`src/sv/lwma_difficulty_retarget_top_defines.svh`:
```
// assertion helpers for the lwma retarget block
`ifndef LWMA_DIFFICULTY_RETARGET_TOP_DEFINES_SVH
`define LWMA_DIFFICULTY_RETARGET_TOP_DEFINES_SVH

// same-cycle implication, clocked on clk_i, quiet during reset
`define LWMA_ASSERT_IMP(lbl, ante, cons) \
  lbl: assert property (@(posedge clk_i) disable iff (!rst_ni) (ante) |-> (cons)) \
    else $error("lwma assertion failed");

// next-cycle implication, clocked on clk_i, quiet during reset
`define LWMA_ASSERT_NXT(lbl, ante, cons) \
  lbl: assert property (@(posedge clk_i) disable iff (!rst_ni) (ante) |=> (cons)) \
    else $error("lwma assertion failed");

`endif

```
`src/sv/lwma_pkg.sv`:
```
// ----------------------------------------------------------------------------
// lwma_pkg
// shared constants, types and compact-target decode for the retarget block
// ----------------------------------------------------------------------------
package lwma_pkg;

  localparam int unsigned WINDOW  = 90;
  localparam int unsigned RING    = WINDOW + 1;
  localparam int unsigned IDX_W   = $clog2(RING);
  localparam int unsigned SEEN_W  = $clog2(RING + 1);
  localparam int unsigned J_W     = $clog2(WINDOW + 1);
  localparam int unsigned T_W     = 16;
  localparam int unsigned CAP_W   = $clog2(6 * 65535 + 1);
  localparam longint unsigned TACC_MAX = longint'(6 * 65535) * WINDOW * (WINDOW + 1) / 2;
  localparam int unsigned TACC_W  = $clog2(TACC_MAX + 1);
  localparam int unsigned DIVK    = WINDOW * WINDOW * (WINDOW + 1) / 2;
  localparam int unsigned DIVK_W  = $clog2(DIVK + 1);
  localparam int unsigned DVSR_W  = $clog2(longint'(DIVK) * 65535 + 1);
  localparam int unsigned PREV_W  = 33;
  localparam int unsigned NUM_W   = 256;
  localparam int unsigned NBYTES  = NUM_W / 8;
  localparam int unsigned SIZE_W  = $clog2(NBYTES + 1);
  localparam int unsigned MCNT_W  = $clog2(TACC_W);
  localparam int unsigned DCNT_W  = $clog2(NUM_W);

  localparam logic [T_W-1:0] SPACING_RST = 16'd600;
  localparam logic [31:0]    LIMIT_RST   = 32'h1d00ffff;

  typedef enum logic {
    REG_SPACING = 1'b0,
    REG_LIMIT   = 1'b1
  } reg_idx_e;

  typedef enum logic [3:0] {
    ST_IDLE,
    ST_START,
    ST_FETCH,
    ST_ENTRY,
    ST_DIV,
    ST_ACC,
    ST_MUL,
    ST_CLAMP,
    ST_NORM,
    ST_FINISH
  } state_e;

  typedef struct packed {
    logic busy;
    logic done;
  } div_stat_t;

  function automatic logic [NUM_W-1:0] decode_compact(input logic [31:0] c);
    logic [7:0]       sz;
    logic [NUM_W-1:0] m;
    logic [10:0]      sh;
    logic [NUM_W-1:0] r;
    sz = c[31:24];
    m  = {{(NUM_W-23){1'b0}}, c[22:0]};
    if (sz <= 8'd3) begin
      sh = {3'b000, 8'd3 - sz} << 3;
      r  = m >> sh;
    end else begin
      sh = {3'b000, sz - 8'd3} << 3;
      r  = m << sh;
    end
    return r;
  endfunction

endpackage

```
`src/sv/lwma_div.sv`:
```
// ----------------------------------------------------------------------------
// lwma_div
// restoring divider, 256-bit dividend by the window divisor, one bit a cycle
// ----------------------------------------------------------------------------
module lwma_div (
  input  logic                                clk_i,
  input  logic                                rst_ni,
  input  logic                                start_i,
  input  logic [lwma_pkg::NUM_W-1:0]          dividend_i,
  input  logic [lwma_pkg::DVSR_W-1:0]         divisor_i,
  output logic [lwma_pkg::NUM_W-1:0]          quotient_o,
  output lwma_pkg::div_stat_t                 stat_o
);

  logic [lwma_pkg::NUM_W-1:0]  quo_q;
  logic [lwma_pkg::DVSR_W-1:0] rem_q;
  logic [lwma_pkg::DCNT_W-1:0] cnt_q;
  logic                        busy_q, done_q;
  logic [lwma_pkg::DVSR_W:0]   r2;
  logic                        ge;

  assign r2 = {rem_q, quo_q[lwma_pkg::NUM_W-1]};
  assign ge = r2 >= {1'b0, divisor_i};

  always_ff @(posedge clk_i or negedge rst_ni) begin
    if (!rst_ni) begin
      busy_q <= 1'b0;
      done_q <= 1'b0;
      cnt_q  <= '0;
    end else begin
      done_q <= 1'b0;
      if (start_i) begin
        busy_q <= 1'b1;
        cnt_q  <= '0;
      end else if (busy_q) begin
        cnt_q <= cnt_q + 1'b1;
        if (cnt_q == {lwma_pkg::DCNT_W{1'b1}}) begin
          busy_q <= 1'b0;
          done_q <= 1'b1;
        end
      end
    end
  end

  always_ff @(posedge clk_i) begin
    if (start_i) begin
      quo_q <= dividend_i;
      rem_q <= '0;
    end else if (busy_q) begin
      quo_q <= {quo_q[lwma_pkg::NUM_W-2:0], ge};
      rem_q <= ge ? lwma_pkg::DVSR_W'(r2 - {1'b0, divisor_i}) : r2[lwma_pkg::DVSR_W-1:0];
    end
  end

  assign quotient_o  = quo_q;
  assign stat_o.busy = busy_q;
  assign stat_o.done = done_q;

endmodule

```
`config.mk`:
```
export PLATFORM = sky130hd
export DESIGN_NAME = lwma_div
export DESIGN_NICKNAME = d
export VERILOG_FILES = /design/src/sv/lwma_difficulty_retarget_top_defines.svh /design/src/sv/lwma_pkg.sv /design/src/sv/lwma_div.sv
export SDC_FILE = /design/constraint.sdc
export NUM_CORES = 1
export LEC_CHECK = 0
export BUFFER_PORTS_ARGS = -buffer_cell sky130_fd_sc_hd__buf_2
export CORE_AREA = 2 2 216 218
export DETAILED_ROUTE_END_ITERATION = 16
export DIE_AREA = 0 0 218 220
export PLACE_DENSITY = 0.53
export REMOVE_ABC_BUFFERS = 1
export SLEW_MARGIN = 20
export SYNTH_ARGS = -nofsm -noshare
export SYNTH_HDL_FRONTEND = slang
export SYNTH_SLANG_ARGS = --single-unit
```
`constraint.sdc`:
```
create_clock -name clk_i -period 6.2 [get_ports clk_i]
set_clock_uncertainty 0.1 [all_clocks]
set_input_delay 0.31 -clock clk_i [delete_from_list [all_inputs] [get_ports clk_i]]
set_output_delay 0.31 -clock clk_i [all_outputs]
set_load 0.005 [all_outputs]
```
==> results.cfg <==
[detailed_routing]
post_drt_wl_per_cell_microns = 20.0
firstDrtPassIters = 5
wirelength_mm = 50.5
viasPerCell = 4.78
vias = 12100
drc = 0
first_iter_violations = 672
antenna_left = 0

[setup_path]
cp_data_required_time_ps = 6490
r2r_start = quotient_o[255]$_DFFE_PP_
critPathMaxFanout = 20
startpoint_type = register
cp-end-kind = register
worstSetupPathType = reg -> reg
worst_r2r_path_depth = 13
cp-startpoint = quotient_o[255]$_DFFE_PP_
ff2ff_setup_slack_ps = 2600
rr_endpoint = rem_q[31]$_SDFFE_PP0P_
crit_arrival_ps = 3880

[grt]
grt_pass1_wl_mm = 73.5
antenna_found_initial = 8
globalRouteOverflowTotal = 0
grt_max_degree = 147
grt_pass1_vias = 12300
track_usage_pct = 20.1

[layout]
fin_nets = 2215
final_cells = 2525
syn_to_final_growth_pct = 47.8
drive_gt1_share_pct = 46.6
final_cell_area_sq_um = 21900
multi_input_area_sq_um = 5760
fill_cells = 4203
register_area_sq_um = 8640

[power]
p_per_area_nw_per_um2 = 282
p_leak_uw = 0.00942
vdd_ir_drop_max_v = 0.000227
power_uw = 6190

[floorplan]
core_area_sq_um = 45900
die_w_microns = 218
dieArea_sq_um = 48000
rows = 79
ioPinCount = 552
die_h_microns = 220
start_util_pct = 32.3

[sta]
timing.fmax_ghz = 0.278
rsz0062_at_grt = false
fin_crit_ps = 3600
worstMarginPinSlew_ps = 983
finalSetupTns_ps = 0
setup_viol = 0
finalHoldViolations = 0
final.period_utilization_pct = 58.0
slew_viol_final = 0
maxSlewHeadroom_pct = 34.5

[worst_hold_path]
min_path_type = in -> reg
min_delay_path_depth = 2
hp-start = dividend_i[16]
hold_path_end = quotient_o[16]$_DFFE_PP_

[status]
status = complete, no violations

[clocking]
cts-buffers-inserted = 38
postCtsSetupRepairBufs = 0
clock-sinks = 301
ctsResizeCount = 0
clock_latency_ps = 540
cts_tree = built
path_clk_slew_ps = 60
clockBufferDepth = 3
root_buffer = clkbuf_16
htreeDepth = 2

[logic_synthesis]
postSynthAreaPerCell_sq_um = 13.5
synth_cell_type_count = 62
yosysSeqAreaShare_pct = 58.3
synth-edff-count = 256
synth_area_leader_cell = edfxtp_1
yosysWarnings = 0
synth_common_cells = edfxtp_1 (256), mux2_2 (256), nand2_1 (72)
synth.top_cell.area_share_pct = 51.8
syn-cell-area_sq_um = 14800
synth-async-reset-ratio_pct = 3.32
synth-main-ff-cell = edfxtp_1
synth_seq_cells = 301
synthTopCellsByArea = edfxtp_1 (52%), mux2_2 (19%), dfxtp_1 (4.7%)
postSynthCellCount = 1097

[place]
place_congestion = 0.906
placed_area_sq_um = 18200
place_hpwl_mm = 36.7
dp_cells = 2197
place.port_buffers = 551

[run]
cap_violations = 0
[area by class of cell]
| type | count | area share [%] |
|---|---|---|
| clock buffer | 48 | 4.65 |
| inverter | 40 | 0.685 |
| multi-input combinational | 691 | 26.3 |
| timing repair buffer | 812 | 24.6 |
| antenna | 4 | 0.0457 |
| tap | 607 | 3.46 |
| clock inverter | 22 | 0.816 |
| sequential | 301 | 39.4 |
[what timing repair did]
item | 4_1_cts | 5_1_grt
hold buffers | 254 | 0
endpoints found under the hold margin | 263 | 0
endpoints found under the setup margin | 0 | 0
[routing by layer]
layer / GRT usage, % / up-vias / share of wire (%) / wire (microns)
met1: 24.0 / 5864 / 39 / 19900
li1: - / 5704 / - / -
met4: 7.53 / 8 / 3.7 / 1860
met5: 0 / - / 0.095 / 48
met2: 34.4 / 393 / 51 / 25500
met3: 5.47 / 91 / 6.2 / 3130
[worst max-delay path by stage]
stage                              endpoint  cells past startpoint
finish               rem_q[31]$_SDFFE_PP0P_                     13
global route         rem_q[31]$_SDFFE_PP0P_                     13
detailed placement   rem_q[31]$_SDFFE_PP0P_                     13
floorplan           quotient_o[0]$_DFFE_PP_                      1
CTS                  rem_q[31]$_SDFFE_PP0P_                     13
global placement     rem_q[31]$_SDFFE_PP0P_                     13
[per-stage QoR]
stage	setup slack [ps]	hold slack [ps]	utilization (%)
floorplan	893	-85.6	-
global placement	2660	84.7	39.6
detailed placement	2560	86.5	39.6
CTS	2550	9.06	47.8
global route	2370	3.25	47.8
finish	2600	41.3	47.8
[logic make-up after synthesis]
logic type                 share of synthesized area (%)
AOI/OAI and AO/OA                                   7.45
and+or+nand+nor                                     6.53
DFF                                                 58.3
buffers and inverters                               2.95
xor gates and xnor gates                            2.07
adders and majority gates                           3.17
muxes                                               19.6
[state kept, by name, indices dropped and copies added (netlist names)]
signal	count
busy_q	1
cnt_q	8
done_q	1
quotient_o	256
rem_q	35
[cells in the final DEF, fill, tap and decap left out, drive strengths merged, types with 15 or more instances in the layout]
master	instances
buf	558
mux2	256
edfxtp	256
dlygate4sd3	254
nand2	72
nor2	62
a21oi	56
clkbuf	48
inv	40
ha	36
dfxtp	35
o21ai	21
xnor2	20
a311oi	20
clkinv	18
xor2	15
[report_power, final]
group          leakage (uW)  internal, uW  switching (uW)
clock              0.000579          1250             888
sequential          0.00313          2470             159
combinational       0.00572           717             701
total               0.00942          4440            1750
[worst max-delay path, stage by stage (launching register included)]
cell      delay, ps
edfxtp_1        410
inv_1            70
ha_1            190
fa_1            250
nor2b_4          60
o311a_4         320
o21ai_2         150
nand3_2         140
a21o_1          230
a211oi_4        780
buf_4           390
nor3_1           70
mux2i_1         170
a21oi_1          80
Note: power is estimated with default switching activity, not from simulation.
